[config.mk]
export PLATFORM = sky130hd
export DESIGN_NAME = arithmetic_token_lexer_top
export DESIGN_NICKNAME = d
export VERILOG_FILES = /design/src/design/atl_pkg.sv /design/src/design/atl_lex_step.sv /design/src/design/atl_tok_fifo.sv /design/src/design/arithmetic_token_lexer_top.sv
export VERILOG_INCLUDE_DIRS = /design/src /design/src/design
export SDC_FILE = /design/constraint.sdc
export NUM_CORES = 1
export LEC_CHECK = 0
export BUFFER_PORTS_ARGS = -buffer_cell sky130_fd_sc_hd__buf_2
export CAP_MARGIN = 10
export CORE_MARGIN = 4
export CORE_UTILIZATION = 55
export DETAILED_ROUTE_END_ITERATION = 8
export GPL_TIMING_DRIVEN = 1
export PLACE_DENSITY = 0.8
export SYNTH_ARGS = -nofsm -noshare
export SYNTH_HDL_FRONTEND = slang
export SYNTH_SLANG_ARGS = --single-unit
[constraint.sdc]
create_clock -name clk -period 3.6 [get_ports clk]
set_input_delay 0.36 -clock clk [delete_from_list [all_inputs] [get_ports clk]]
set_output_delay 0.36 -clock clk [all_outputs]
set_load 0.1 [all_outputs]
[src/design/arithmetic_token_lexer_top_defines.svh]
// ============================================================================
// Assertion macros for the arithmetic token lexer
// Concurrent checks that become empty when SYNTH is defined.
// ============================================================================
`ifndef ARITHMETIC_TOKEN_LEXER_TOP_DEFINES_SVH
`define ARITHMETIC_TOKEN_LEXER_TOP_DEFINES_SVH

`ifndef SYNTH
`define ATL_ASSERT_HOLDS(label, clk, rst_n, expr) \
    label: assert property (@(posedge clk) disable iff (!rst_n) (expr)) \
        else $error("lexer check failed");
`define ATL_ASSERT_NEXT(label, clk, rst_n, cond, expr) \
    label: assert property (@(posedge clk) disable iff (!rst_n) (cond) |=> (expr)) \
        else $error("lexer check failed");
`else
`define ATL_ASSERT_HOLDS(label, clk, rst_n, expr)
`define ATL_ASSERT_NEXT(label, clk, rst_n, cond, expr)
`endif

`endif

[src/design/atl_pkg.sv]
// ============================================================================
// Arithmetic token lexer package
// Shared constants, character codes, token types and helper functions.
// ============================================================================
package atl_pkg;

    localparam int MAX_TOKEN_LENGTH = 255;
    localparam int LEN_W            = $clog2(MAX_TOKEN_LENGTH + 1);
    localparam int OUT_LEN_W        = 8;
    localparam int OUT_LEN_MAX      = 255;
    localparam int CHAR_W           = 8;
    localparam int KIND_W           = 4;
    localparam int FIFO_DEPTH       = 4;
    localparam int FIFO_PTR_W       = $clog2(FIFO_DEPTH);
    localparam int FIFO_LVL_W       = $clog2(FIFO_DEPTH + 1);

    localparam logic [CHAR_W-1:0] CH_DOT        = 8'h2E;
    localparam logic [CHAR_W-1:0] CH_UPPER_E    = 8'h45;
    localparam logic [CHAR_W-1:0] CH_LOWER_E    = 8'h65;
    localparam logic [CHAR_W-1:0] CH_MINUS      = 8'h2D;
    localparam logic [CHAR_W-1:0] CH_UNDERSCORE = 8'h5F;
    localparam logic [CHAR_W-1:0] CH_SLASH      = 8'h2F;
    localparam logic [CHAR_W-1:0] CH_PLUS       = 8'h2B;
    localparam logic [CHAR_W-1:0] CH_STAR       = 8'h2A;
    localparam logic [CHAR_W-1:0] CH_EQUAL      = 8'h3D;
    localparam logic [CHAR_W-1:0] CH_CARET      = 8'h5E;
    localparam logic [CHAR_W-1:0] CH_LPAREN     = 8'h28;
    localparam logic [CHAR_W-1:0] CH_RPAREN     = 8'h29;
    localparam logic [CHAR_W-1:0] CH_ZERO       = 8'h30;
    localparam logic [CHAR_W-1:0] CH_NINE       = 8'h39;
    localparam logic [CHAR_W-1:0] CH_UPPER_A    = 8'h41;
    localparam logic [CHAR_W-1:0] CH_UPPER_Z    = 8'h5A;
    localparam logic [CHAR_W-1:0] CH_LOWER_A    = 8'h61;
    localparam logic [CHAR_W-1:0] CH_LOWER_Z    = 8'h7A;

    typedef enum logic {
        OP_CHAR = 1'b0,
        OP_EOL  = 1'b1
    } op_t;

    typedef enum logic [8:0] {
        MODE_IDLE    = 9'b000000001,
        MODE_MINUS   = 9'b000000010,
        MODE_SLASH   = 9'b000000100,
        MODE_COMMENT = 9'b000001000,
        MODE_INT     = 9'b000010000,
        MODE_FRAC    = 9'b000100000,
        MODE_EXPS    = 9'b001000000,
        MODE_EXPD    = 9'b010000000,
        MODE_IDENT   = 9'b100000000
    } mode_t;

    typedef enum logic [KIND_W-1:0] {
        KIND_INT     = 4'd0,
        KIND_REAL    = 4'd1,
        KIND_IDENT   = 4'd2,
        KIND_COMMENT = 4'd3,
        KIND_DIV     = 4'd4,
        KIND_ADD     = 4'd5,
        KIND_SUB     = 4'd6,
        KIND_MUL     = 4'd7,
        KIND_ASSIGN  = 4'd8,
        KIND_POW     = 4'd9,
        KIND_LPAREN  = 4'd10,
        KIND_RPAREN  = 4'd11,
        KIND_IDERR   = 4'd12
    } kind_t;

    typedef struct packed {
        kind_t                 kind;
        logic [OUT_LEN_W-1:0]  length;
        logic                  last;
    } token_t;

    typedef struct packed {
        logic [1:0] count;
        token_t     tok0;
        token_t     tok1;
    } lex_out_t;

    typedef struct packed {
        logic [FIFO_LVL_W-1:0] level;
        logic                  room_two;
        logic                  empty;
    } fifo_status_t;

    function automatic logic is_digit(input logic [CHAR_W-1:0] c);
        return c inside {[CH_ZERO:CH_NINE]};
    endfunction

    function automatic logic is_alpha(input logic [CHAR_W-1:0] c);
        return c inside {[CH_UPPER_A:CH_UPPER_Z], [CH_LOWER_A:CH_LOWER_Z]};
    endfunction

    function automatic logic [LEN_W-1:0] bump_len(input logic [LEN_W-1:0] len);
        logic [LEN_W-1:0] res;
        if (32'(len) < MAX_TOKEN_LENGTH)
        begin
            res = len + LEN_W'(1);
        end
        else
        begin
            res = LEN_W'(MAX_TOKEN_LENGTH);
        end
        return res;
    endfunction

    function automatic logic [OUT_LEN_W-1:0] clamp_len(input logic [LEN_W-1:0] len);
        logic [31:0] wide;
        wide = 32'(len);
        if (wide > 32'(OUT_LEN_MAX))
        begin
            wide = 32'(OUT_LEN_MAX);
        end
        return wide[OUT_LEN_W-1:0];
    endfunction

endpackage

[src/design/atl_lex_step.sv]
// ============================================================================
// Lexer step
// Holds the scan mode and token length and works out the tokens of one beat.
// ============================================================================
module atl_lex_step (
    input  logic                          clk,
    input  logic                          rst_n,
    input  logic                          advance,
    input  atl_pkg::op_t                  op,
    input  logic [atl_pkg::CHAR_W-1:0]    character,
    output atl_pkg::lex_out_t             lex_out
);

    atl_pkg::mode_t                  mode_reg;
    atl_pkg::mode_t                  mode_next;
    logic [atl_pkg::LEN_W-1:0]       len_reg;
    logic [atl_pkg::LEN_W-1:0]       len_next;

    logic                            a_vld;
    atl_pkg::kind_t                  a_kind;
    logic                            rescan;
    logic                            b_vld;
    atl_pkg::kind_t                  b_kind;
    atl_pkg::mode_t                  st_mode;
    logic [atl_pkg::LEN_W-1:0]       st_len;
    atl_pkg::token_t                 tok_a;
    atl_pkg::token_t                 tok_b;
    logic                            dig;
    logic                            alp;
    logic [atl_pkg::LEN_W-1:0]       len_inc;

    assign dig     = atl_pkg::is_digit(character);
    assign alp     = atl_pkg::is_alpha(character);
    assign len_inc = atl_pkg::bump_len(len_reg);

    // Scan from the idle state.
    always_comb
    begin
        st_mode = atl_pkg::MODE_IDLE;
        st_len  = '0;
        b_vld   = 1'b0;
        b_kind  = atl_pkg::KIND_ADD;
        if (dig)
        begin
            st_mode = atl_pkg::MODE_INT;
            st_len  = atl_pkg::LEN_W'(1);
        end
        else if (character == atl_pkg::CH_MINUS)
        begin
            st_mode = atl_pkg::MODE_MINUS;
            st_len  = atl_pkg::LEN_W'(1);
        end
        else if (character == atl_pkg::CH_SLASH)
        begin
            st_mode = atl_pkg::MODE_SLASH;
            st_len  = atl_pkg::LEN_W'(1);
        end
        else if (alp)
        begin
            st_mode = atl_pkg::MODE_IDENT;
            st_len  = atl_pkg::LEN_W'(1);
        end
        else if (character == atl_pkg::CH_LPAREN)
        begin
            b_vld  = 1'b1;
            b_kind = atl_pkg::KIND_LPAREN;
        end
        else if (character == atl_pkg::CH_RPAREN)
        begin
            b_vld  = 1'b1;
            b_kind = atl_pkg::KIND_RPAREN;
        end
        else if (character == atl_pkg::CH_PLUS)
        begin
            b_vld  = 1'b1;
            b_kind = atl_pkg::KIND_ADD;
        end
        else if (character == atl_pkg::CH_STAR)
        begin
            b_vld  = 1'b1;
            b_kind = atl_pkg::KIND_MUL;
        end
        else if (character == atl_pkg::CH_EQUAL)
        begin
            b_vld  = 1'b1;
            b_kind = atl_pkg::KIND_ASSIGN;
        end
        else if (character == atl_pkg::CH_CARET)
        begin
            b_vld  = 1'b1;
            b_kind = atl_pkg::KIND_POW;
        end
    end

    // Offer the beat to the pending token.
    always_comb
    begin
        a_vld     = 1'b0;
        a_kind    = atl_pkg::KIND_INT;
        rescan    = 1'b1;
        mode_next = mode_reg;
        len_next  = len_inc;
        if (op == atl_pkg::OP_EOL)
        begin
            rescan    = 1'b0;
            mode_next = atl_pkg::MODE_IDLE;
            len_next  = '0;
            a_vld     = (mode_reg != atl_pkg::MODE_IDLE);
            case (mode_reg)
                atl_pkg::MODE_MINUS:   a_kind = atl_pkg::KIND_SUB;
                atl_pkg::MODE_SLASH:   a_kind = atl_pkg::KIND_DIV;
                atl_pkg::MODE_COMMENT: a_kind = atl_pkg::KIND_COMMENT;
                atl_pkg::MODE_INT:     a_kind = atl_pkg::KIND_INT;
                atl_pkg::MODE_IDENT:   a_kind = atl_pkg::KIND_IDENT;
                default:               a_kind = atl_pkg::KIND_REAL;
            endcase
        end
        else
        begin
            case (mode_reg)
                atl_pkg::MODE_MINUS:
                begin
                    if (dig)
                    begin
                        rescan    = 1'b0;
                        mode_next = atl_pkg::MODE_INT;
                    end
                    else
                    begin
                        a_vld  = 1'b1;
                        a_kind = atl_pkg::KIND_SUB;
                    end
                end
                atl_pkg::MODE_SLASH:
                begin
                    if (character == atl_pkg::CH_SLASH)
                    begin
                        rescan    = 1'b0;
                        mode_next = atl_pkg::MODE_COMMENT;
                    end
                    else
                    begin
                        a_vld  = 1'b1;
                        a_kind = atl_pkg::KIND_DIV;
                    end
                end
                atl_pkg::MODE_COMMENT:
                begin
                    rescan = 1'b0;
                end
                atl_pkg::MODE_INT:
                begin
                    if (dig)
                    begin
                        rescan = 1'b0;
                    end
                    else if (character == atl_pkg::CH_DOT)
                    begin
                        rescan    = 1'b0;
                        mode_next = atl_pkg::MODE_FRAC;
                    end
                    else if (!alp)
                    begin
                        a_vld  = 1'b1;
                        a_kind = atl_pkg::KIND_INT;
                    end
                end
                atl_pkg::MODE_FRAC:
                begin
                    if (dig)
                    begin
                        rescan = 1'b0;
                    end
                    else if (character == atl_pkg::CH_LOWER_E ||
                             character == atl_pkg::CH_UPPER_E)
                    begin
                        rescan    = 1'b0;
                        mode_next = atl_pkg::MODE_EXPS;
                    end
                    else if (character != atl_pkg::CH_DOT)
                    begin
                        a_vld  = 1'b1;
                        a_kind = atl_pkg::KIND_REAL;
                    end
                end
                atl_pkg::MODE_EXPS, atl_pkg::MODE_EXPD:
                begin
                    if (dig || (mode_reg == atl_pkg::MODE_EXPS &&
                                character == atl_pkg::CH_MINUS))
                    begin
                        rescan    = 1'b0;
                        mode_next = atl_pkg::MODE_EXPD;
                    end
                    else if (!(character == atl_pkg::CH_DOT ||
                               character == atl_pkg::CH_UNDERSCORE || alp))
                    begin
                        a_vld  = 1'b1;
                        a_kind = atl_pkg::KIND_REAL;
                    end
                end
                atl_pkg::MODE_IDENT:
                begin
                    if (alp || dig || character == atl_pkg::CH_UNDERSCORE)
                    begin
                        rescan = 1'b0;
                    end
                    else
                    begin
                        a_vld  = 1'b1;
                        a_kind = (character == atl_pkg::CH_DOT) ?
                                 atl_pkg::KIND_IDERR : atl_pkg::KIND_IDENT;
                    end
                end
                default:
                begin
                    rescan = 1'b1;
                end
            endcase
            if (rescan)
            begin
                mode_next = st_mode;
                len_next  = st_len;
            end
        end
    end

    always_comb
    begin
        tok_a.kind   = a_kind;
        tok_a.length = atl_pkg::clamp_len(len_reg);
        tok_a.last   = 1'b0;
        tok_b.kind   = b_kind;
        tok_b.length = atl_pkg::OUT_LEN_W'(1);
        tok_b.last   = 1'b1;
        lex_out.tok0 = tok_a;
        lex_out.tok1 = tok_b;
        lex_out.count = 2'd0;
        if (a_vld && rescan && b_vld)
        begin
            lex_out.count = 2'd2;
        end
        else if (a_vld)
        begin
            lex_out.count     = 2'd1;
            lex_out.tok0.last = 1'b1;
        end
        else if (rescan && b_vld)
        begin
            lex_out.count = 2'd1;
            lex_out.tok0  = tok_b;
        end
    end

    always_ff @(posedge clk or negedge rst_n)
    begin
        if (!rst_n)
        begin
            mode_reg <= atl_pkg::MODE_IDLE;
            len_reg  <= '0;
        end
        else if (advance)
        begin
            mode_reg <= mode_next;
            len_reg  <= len_next;
        end
    end

endmodule

[src/design/atl_tok_fifo.sv]
// ============================================================================
// Token queue
// Small register queue that takes up to two tokens per cycle and gives one.
// ============================================================================
module atl_tok_fifo (
    input  logic                    clk,
    input  logic                    rst_n,
    input  logic [1:0]              push_cnt,
    input  atl_pkg::token_t         tok0,
    input  atl_pkg::token_t         tok1,
    input  logic                    pop,
    output atl_pkg::token_t         head,
    output atl_pkg::fifo_status_t   status
);

    atl_pkg::token_t                     mem_reg [atl_pkg::FIFO_DEPTH];
    logic [atl_pkg::FIFO_PTR_W-1:0]      wr_ptr_reg;
    logic [atl_pkg::FIFO_PTR_W-1:0]      wr_ptr_next;
    logic [atl_pkg::FIFO_PTR_W-1:0]      wr_ptr_plus1;
    logic [atl_pkg::FIFO_PTR_W-1:0]      rd_ptr_reg;
    logic [atl_pkg::FIFO_PTR_W-1:0]      rd_ptr_next;
    logic [atl_pkg::FIFO_LVL_W-1:0]      level_reg;
    logic [atl_pkg::FIFO_LVL_W-1:0]      level_next;

    assign wr_ptr_plus1 = wr_ptr_reg + atl_pkg::FIFO_PTR_W'(1);
    assign wr_ptr_next  = wr_ptr_reg + atl_pkg::FIFO_PTR_W'(push_cnt);
    assign rd_ptr_next  = rd_ptr_reg + atl_pkg::FIFO_PTR_W'(pop);
    assign level_next   = level_reg + atl_pkg::FIFO_LVL_W'(push_cnt)
                          - atl_pkg::FIFO_LVL_W'(pop);

    assign head            = mem_reg[rd_ptr_reg];
    assign status.level    = level_reg;
    assign status.empty    = (level_reg == '0);
    assign status.room_two = (32'(level_reg) <= atl_pkg::FIFO_DEPTH - 2);

    always_ff @(posedge clk)
    begin
        for (int i = 0; i < atl_pkg::FIFO_DEPTH; i++)
        begin
            if (push_cnt != 2'd0 && wr_ptr_reg == atl_pkg::FIFO_PTR_W'(i))
            begin
                mem_reg[i] <= tok0;
            end
            else if (push_cnt == 2'd2 && wr_ptr_plus1 == atl_pkg::FIFO_PTR_W'(i))
            begin
                mem_reg[i] <= tok1;
            end
        end
    end

    always_ff @(posedge clk or negedge rst_n)
    begin
        if (!rst_n)
        begin
            wr_ptr_reg <= '0;
            rd_ptr_reg <= '0;
            level_reg  <= '0;
        end
        else
        begin
            wr_ptr_reg <= wr_ptr_next;
            rd_ptr_reg <= rd_ptr_next;
            level_reg  <= level_next;
        end
    end

endmodule

[src/design/arithmetic_token_lexer_top.sv]
// ============================================================================
// Arithmetic token lexer
// Splits a stream of line characters into tokens reported as kind and length.
// ============================================================================
//  Channel | Dir | tdata                         | tuser / tlast
//  s_*     | in  | [7:0] character               | tuser: op (1 = end of line)
//  m_*     | out | [7:0] length                  | tuser: [3:0] kind; tlast: last token
//
//  An input beat is registered, scanned in the next cycle and its zero, one
//  or two tokens enter a four-entry token queue; one beat per clock is taken
//  while the queue has room for two tokens. Otherwise a beat waits in the input
//  register, so output stalls back up to s_tready.
//  Reset clears the scan state to idle with length zero and empties the queue.
// ============================================================================
`include "arithmetic_token_lexer_top_defines.svh"

module arithmetic_token_lexer_top (
    input  logic        clk,
    input  logic        rst_n,
    input  logic        s_tvalid,
    output logic        s_tready,
    input  logic [7:0]  s_tdata,   // [7:0] character
    input  logic        s_tuser,   // [0] op
    output logic        m_tvalid,
    input  logic        m_tready,
    output logic [7:0]  m_tdata,   // [7:0] length
    output logic [3:0]  m_tuser,   // [3:0] kind
    output logic        m_tlast
);

    logic                              in_vld_reg;
    logic                              in_vld_next;
    atl_pkg::op_t                      op_reg;
    logic [atl_pkg::CHAR_W-1:0]        char_reg;
    logic                              s_fire;
    logic                              consume;
    logic [1:0]                        push_cnt;
    atl_pkg::lex_out_t                 lex_out;
    atl_pkg::token_t                   head;
    atl_pkg::fifo_status_t             fifo_stat;

    assign consume   = in_vld_reg && fifo_stat.room_two;
    assign s_tready  = !in_vld_reg || consume;
    assign s_fire    = s_tvalid && s_tready;
    assign push_cnt  = consume ? lex_out.count : 2'd0;

    always_comb
    begin
        in_vld_next = in_vld_reg;
        if (s_fire)
        begin
            in_vld_next = 1'b1;
        end
        else if (consume)
        begin
            in_vld_next = 1'b0;
        end
    end

    always_ff @(posedge clk or negedge rst_n)
    begin
        if (!rst_n)
        begin
            in_vld_reg <= 1'b0;
        end
        else
        begin
            in_vld_reg <= in_vld_next;
        end
    end

    always_ff @(posedge clk)
    begin
        if (s_fire)
        begin
            op_reg   <= atl_pkg::op_t'(s_tuser);
            char_reg <= s_tdata;
        end
    end

    atl_lex_step u_lex_step (
        .clk       (clk),
        .rst_n     (rst_n),
        .advance   (consume),
        .op        (op_reg),
        .character (char_reg),
        .lex_out   (lex_out)
    );

    atl_tok_fifo u_tok_fifo (
        .clk      (clk),
        .rst_n    (rst_n),
        .push_cnt (push_cnt),
        .tok0     (lex_out.tok0),
        .tok1     (lex_out.tok1),
        .pop      (m_tvalid && m_tready),
        .head     (head),
        .status   (fifo_stat)
    );

    assign m_tvalid = !fifo_stat.empty;
    assign m_tdata  = head.length;
    assign m_tuser  = head.kind;
    assign m_tlast  = head.last;

    `ATL_ASSERT_HOLDS(a_queue_bound, clk, rst_n, 32'(fifo_stat.level) <= atl_pkg::FIFO_DEPTH)
    `ATL_ASSERT_NEXT(a_stall_holds, clk, rst_n, in_vld_reg && !consume, $stable(char_reg))
    `ATL_ASSERT_NEXT(a_token_shows, clk, rst_n, consume && lex_out.count != 2'd0, m_tvalid)

endmodule
# Word level (Yosys, flattened, before mapping)
# Memories as Yosys holds them, arrays and structs flattened.
# Index checks and enable logic that the tools add are counted.
# op_classes
div	0
shifts	0
order_cmp	8
reduce_logical	38
add_sub_neg	6
multipliers	0
bitwise_logic	4
muxes	113
eq_ne	36
# ops
op	n
9-bit 2-to-1 mux	13
13-bit 2-to-1 mux	7
8-bit by 6-bit == test with 1-bit output (second input constant)	8
4-bit 2-to-1 mux	16
1-bit 2-to-1 mux	58
8-bit 2-to-1 mux	6
9-bit one-hot mux with 5 select lines	1
8-bit by 7-bit == test with 1-bit output (second input constant)	4
13-bit OR reduction	2
4-bit by 2-bit inequality test with 1-bit output (second input constant)	5
4-bit one-hot mux with 5 select lines	1
1-bit logical AND	18
8-bit by 7-bit >= comparator with 1-bit output (second input constant)	2
8-bit by 7-bit less-or-equal comparator with 1-bit output (second input constant)	2
3-bit one-hot mux with 5 select lines	1
14-bit 2-to-1 mux	1
12-bit 2-to-1 mux	1
2-bit == test (second input constant)	5
9-bit by 2-bit == test with 1-bit output (second input constant)	1
9-bit by 3-bit == test with 1-bit output (second input constant)	1
9-bit by 4-bit == test with 1-bit output (second input constant)	1
9-bit by 5-bit == test with 1-bit output (second input constant)	1
9-bit by 6-bit == test with 1-bit output (second input constant)	1
9-bit by 7-bit == test with 1-bit output (second input constant)	1
other kinds (29)	48
# totals
word_cells	214
latch_bits	0
ram_bits	52
memories	1
reg_bits	34
romBits	0
output_inout_bits	15
in_bits	13
# mem_list
memory	words	word_bits	rd	rd_clocked_by_memory_dff	wr	line	text
u_tok_fifo.mem_reg	4	13	1	0	2	atl_tok_fifo.sv:16	atl_pkg::token_t mem_reg [atl_pkg::FIFO_DEPTH];

# Depth between registers and ports, before layout
# depth
ltp_word	24
ltp_mapped	15
ltp_nobuf	13

# Modules after synthesis
# From an unflattened synthesis, not the netlist that was laid out.
# hier_totals
cells_unflattened	430
area_unflattened_um2	5333.9
# modules_own_cells
module	area_each_um2	seq_area_each_um2	instances	cells_per_inst
atl_tok_fifo	3045.4	1736.7	1	167
atl_lex_step	1935.6	426.7	1	245
arithmetic_token_lexer_top	352.8	295.3	1	18

# Least setup slack after synthesis
# No wires, ideal clock.
# synth_path
path_kind	flip-flop to flip-flop
startpoint	register u_lex_step.mode_reg[6]
endpoint	memory u_tok_fifo.mem_reg[1][0] (netlist bit) (enable)
period_less_slack_ps	3683
n_path_buf	1
arrival_ps	3280
required_time_ps	3197
setup_time_ps	403
path_stages_with_launch	10
path_slack_ps	-83
cell_sequence	dfrtp_1 buf_6 or3_4 nor4_4 nand3_2 a211oi_4 o31ai_2 nor2_2 maj3_1 nor3b_1
# synth_lines
element	line	text
start: declaration	atl_lex_step.sv:14	atl_pkg::mode_t mode_reg;
start signal: assignment	atl_lex_step.sv:258	mode_reg <= atl_pkg::MODE_IDLE;
start signal: assignment	atl_lex_step.sv:263	mode_reg <= mode_next;
end: declaration	atl_tok_fifo.sv:16	

# Worst setup path in the final report
# layout_path
startpoint	register u_lex_step.mode_reg[2]
endpoint	register u_tok_fifo.level_reg[2] (netlist bit)
# layout_between
elab_chain_cells	14
elab_cells_between_ends	28
cone_classes	2 x add/sub; 9 x eq/ne; 11 x mux; 6 x reduce/logical
# layout_rtl
element	line	text
9-bit by 7-bit == test with 1-bit output	atl_lex_step.sv:120, atl_lex_step.sv:188	
1-bit logical AND	atl_lex_step.sv:188	if (dig || (mode_reg == atl_pkg::MODE_EXPS &&
1-bit logical OR	atl_lex_step.sv:188	
1-bit 2-to-1 mux	atl_lex_step.sv:188	
1-bit one-hot mux with 7 select lines	atl_lex_step.sv:120	case (mode_reg)
1-bit 2-to-1 mux (2 in series)	atl_lex_step.sv:103	if (op == atl_pkg::OP_EOL)
1-bit logical AND	atl_lex_step.sv:247	else if (rescan && b_vld)
14-bit 2-to-1 mux	atl_lex_step.sv:247	
1-bit 2-to-1 mux	atl_lex_step.sv:242	else if (a_vld)
2-bit 2-to-1 mux *	atl_lex_step.sv:238	if (a_vld && rescan && b_vld)
2-bit 2-to-1 mux *	arithmetic_token_lexer_top.sv:45	assign push_cnt = consume ? lex_out.count : 2'd0;
3-bit by 2-bit adder with 3-bit output *	atl_tok_fifo.sv:28	assign level_next = level_reg + atl_pkg::FIFO_LVL_W'(push_cnt)
3-bit by 1-bit subtractor with 3-bit output *	atl_tok_fifo.sv:29	- atl_pkg::FIFO_LVL_W'(pop);
net u_tok_fifo.level_next, one bit	atl_tok_fifo.sv:23	logic [atl_pkg::FIFO_LVL_W-1:0] level_next;
end signal: assignment	atl_tok_fifo.sv:63	level_reg <= level_next;
end: declaration	atl_tok_fifo.sv:22	logic [atl_pkg::FIFO_LVL_W-1:0] level_reg;
# The timed path passes the listed nets; every way through them passes the cells marked *. The select of a mux whose other input is x is not followed.
# A chain may end at the register's enable or synchronous reset.

==> flow_summary.ini <==
[placement]
hpwlAfterDp_mm = 8.31
routabilityCongestion = 0.967
place_ws_ns = 0.0378
placed_cells = 582
portBuffers = 27

[clocking]
cts_tree = done
ctsHoldBuffers = 0
clock-sinks = 86
clk_path_buf_depth = 2
clk_pin_slew_ns = 0.10
numCtsBuffers = 9
cts_max_level = 3
clock_latency_ns = 0.36
ctsRootBufferMaster = clkbuf_8

[sta]
tightest_slew_ns = 0.845
rsz0062_at_grt = yes
holdWs_ns = 0.00284
report.final.slew_viol_count = 0
maxSlewHeadroom_pct = 43.7
fin_crit_sh_pct = 97.1
setup_ws_ns = 0.106
fmax_mhz = 286
skew_ns = 0.0144
hold_violations = 0
setup_viol = 0
period_needed_ns = 3.49

[synth]
synth_ff_type = edfxtp_1
ys_seq_elements = 86
async_flop_share_pct = 29.1
synth-edff-count = 52
synthCells = 443
synth.distinct_cells = 80
synth_nets = 463
syn_area_um2 = 4820
synth_warnings = 0
seq_area_frac_synth_pct = 49.1
avgSynthCellArea_um2 = 10.9

[global_route]
busiest_layer = met2
grt_pass1_wl_mm = 18.7
met1_usage_pct = 31.8
antenna_found_initial = 0
grt_pass1_vias = 3796
gr-usage-met3_pct = 4.55
grtUsageMet2_pct = 37.5
grt_overflow = 0
gr-usage-all-layers_pct = 23.4
grt_start_max_net_pins = 26

[routing]
wl_per_cell_um = 18.9
detail-route-antenna-nets = 0
drtIter0Drc = 336
viasPerCell = 6.34
firstDrtPassIters = 5
wl_mm = 11.3
drc = 0
vias = 3793

[cells_and_area]
drive_gt1_share_pct = 24.9
layout_commonest_cell = edfxtp_1
num-fill-cells = 608
antenna_cells = 0
multi_input_area_um2 = 2310
final_nets = 508
area_delta_synth_final_pct = 13.7
final_cell_mix = edfxtp_1, buf_4, nand2_1
seq_area_um2 = 2370
largest_register_ff_count = 52
final_cells = 598

[critical_path]
reg2reg_to = u_tok_fifo.level_reg[2]
max_stage_delay_ns = 0.51
crit_path_end = u_tok_fifo.level_reg[2]
worst-path-stages = 12
r2r.worst_path.cells = 12
start_kind = register
cp_slowest_cell = a2111o_1
rrSetupSlack_ns = 0.11
cp_max_fo = 4
path_buf_inv = 2
worstSetupStartpoint = u_lex_step.mode_reg[2]
cp-end-kind = register
critical_path_class = register to register
rr_startpoint = u_lex_step.mode_reg[2]
cp.required_ns = 3.85
crit_chain = or3_4 > nor4_4 > o211ai_1 > a2111o_1 > buf_4 > o31ai_2 > a2111oi_4 > inv_1 > ha_1 > fa_1 > xor2_1 > xnor2_1
cpLargestDelayFamily = compound AO/OA/AOI/OAI gates
arrival_ns = 3.75

[die]
dieArea_um2 = 10300
initial_utilization_pct = 57.5
coreArea_um2 = 8380
io_pins = 28
fp.dieH_um = 102
row_count = 33
die_x_um = 102

[pwr]
seq_power_share_pct = 34.5
vdd_drop_max_mv = 0.602
p_int_mw = 2.06
p_sw_share_pct = 48.2
comb_power_share_pct = 47.5
powerDensity_nw_per_um2 = 723
p_leak_nw = 2.15
power_frac_clock_pct = 18.0
p_sw_mw = 1.91

[job]
maxCapViolCount = 0

[worst_hold_path]
worstHoldPathType = input port to async pin

[status]
outcome = finished, final reports clean
## layout make-up
cell class | instances | share of cell area [%]
sequential | 86 | 43.2
multi-input combinational | 314 | 42.1
timing repair buffer | 64 | 7.53
tap | 105 | 2.39
clock buffer | 9 | 2.26
clock inverter | 7 | 1.62
inverter | 13 | 0.889
## synth_stat cells, drive strengths merged, types with 2 or more instances
cell type  number  share of area [%]
nand3          30                3.2
xnor2           7                1.3
a31oi           5               0.65
mux4           13                6.1
buf            13                1.5
or2             2               0.26
a2111o          2               0.47
dfxtp           9                3.7
o22ai           6               0.78
clkbuf         17                1.3
nor2           24                1.9
o41ai           2               0.36
nand2b          7               0.91
and2            7               0.91
edfxtp         52                 32
nor4            5               0.96
nand3b          5               0.78
ha              6                1.6
a41oi           2               0.36
and3           22                2.9
or3             4               0.62
o31ai          11                1.9
nand4           3               0.39
a2111oi         3                1.1
mux2i           7                1.5
a21o            4               0.62
nand2          33                2.7
a31o            2               0.36
nor2b           4               0.52
a21oi          26                2.8
nor3           11                1.4
xor2            4               0.73
a211oi          2               0.57
inv            13                1.0
or4             3               0.54
o21ai          25                2.8
nor3b           4               0.73
o31a            2               0.36
dfrtp          24                 12
## layer usage
layer,vias up,wire (um)
li1,1774,-
met1,1825,4830
met2,175,5450
met3,19,854
met4,0,191
met5,-,0
## power groups by stage
stage	sequential, mW	clock (mW)	combinational (mW)
floorplan	1.27	0	1.60
global placement	1.38	0	1.83
detailed placement	1.39	0	1.86
CTS	1.37	0.727	1.87
global route	1.40	0.765	1.99
finish	1.37	0.715	1.88
## per-stage QoR
stage                     instance area [um^2]  power, mW  TNS [ns]  util, %
final                                     5490       3.97         0     65.5
after global routing                      5490       4.15   -0.0501     65.5
after CTS                                 5450       3.96         0     65.0
after detailed placement                  5240       3.25         0     62.5
after global placement                    5240       3.21         0     62.5
after floorplan                           4830       2.87         0        -
## logic make-up after synthesis
group / Yosys count / share of synthesized area, %
XOR/XNOR: 11 / 2.00
buffers and inverters: 43 / 3.84
flip-flops: 86 / 49.1
AND/OR/NAND/NOR: 169 / 19.6
AO/OA/AOI/OAI: 105 / 15.5
multiplexers: 21 / 7.76
adder cells (fa/ha/maj): 8 / 2.18
## worst min path at each step
stage | slack, ns | end | cells past startpoint | start
2_1_floorplan | 0.06 | in_vld_reg | 0 | rst_n
3_3_place_gp | 0.40 | u_lex_step.mode_reg[5] | 1 | rst_n
3_5_place_dp | 0.39 | u_lex_step.mode_reg[2] | 1 | rst_n
4_1_cts | 0.002 | u_tok_fifo.rd_ptr_reg[1] | 1 | rst_n
5_1_grt | 0.03 | u_tok_fifo.rd_ptr_reg[1] | 1 | rst_n
6_report | 0.003 | u_tok_fifo.rd_ptr_reg[1] | 1 | rst_n
## what timing repair did
action | CTS | global route
setup buffers | 0 | 0
resized for setup | 0 | 8
endpoints found under the setup margin | 0 | 22
No activity file was read; power rests on OpenSTA's default activity.
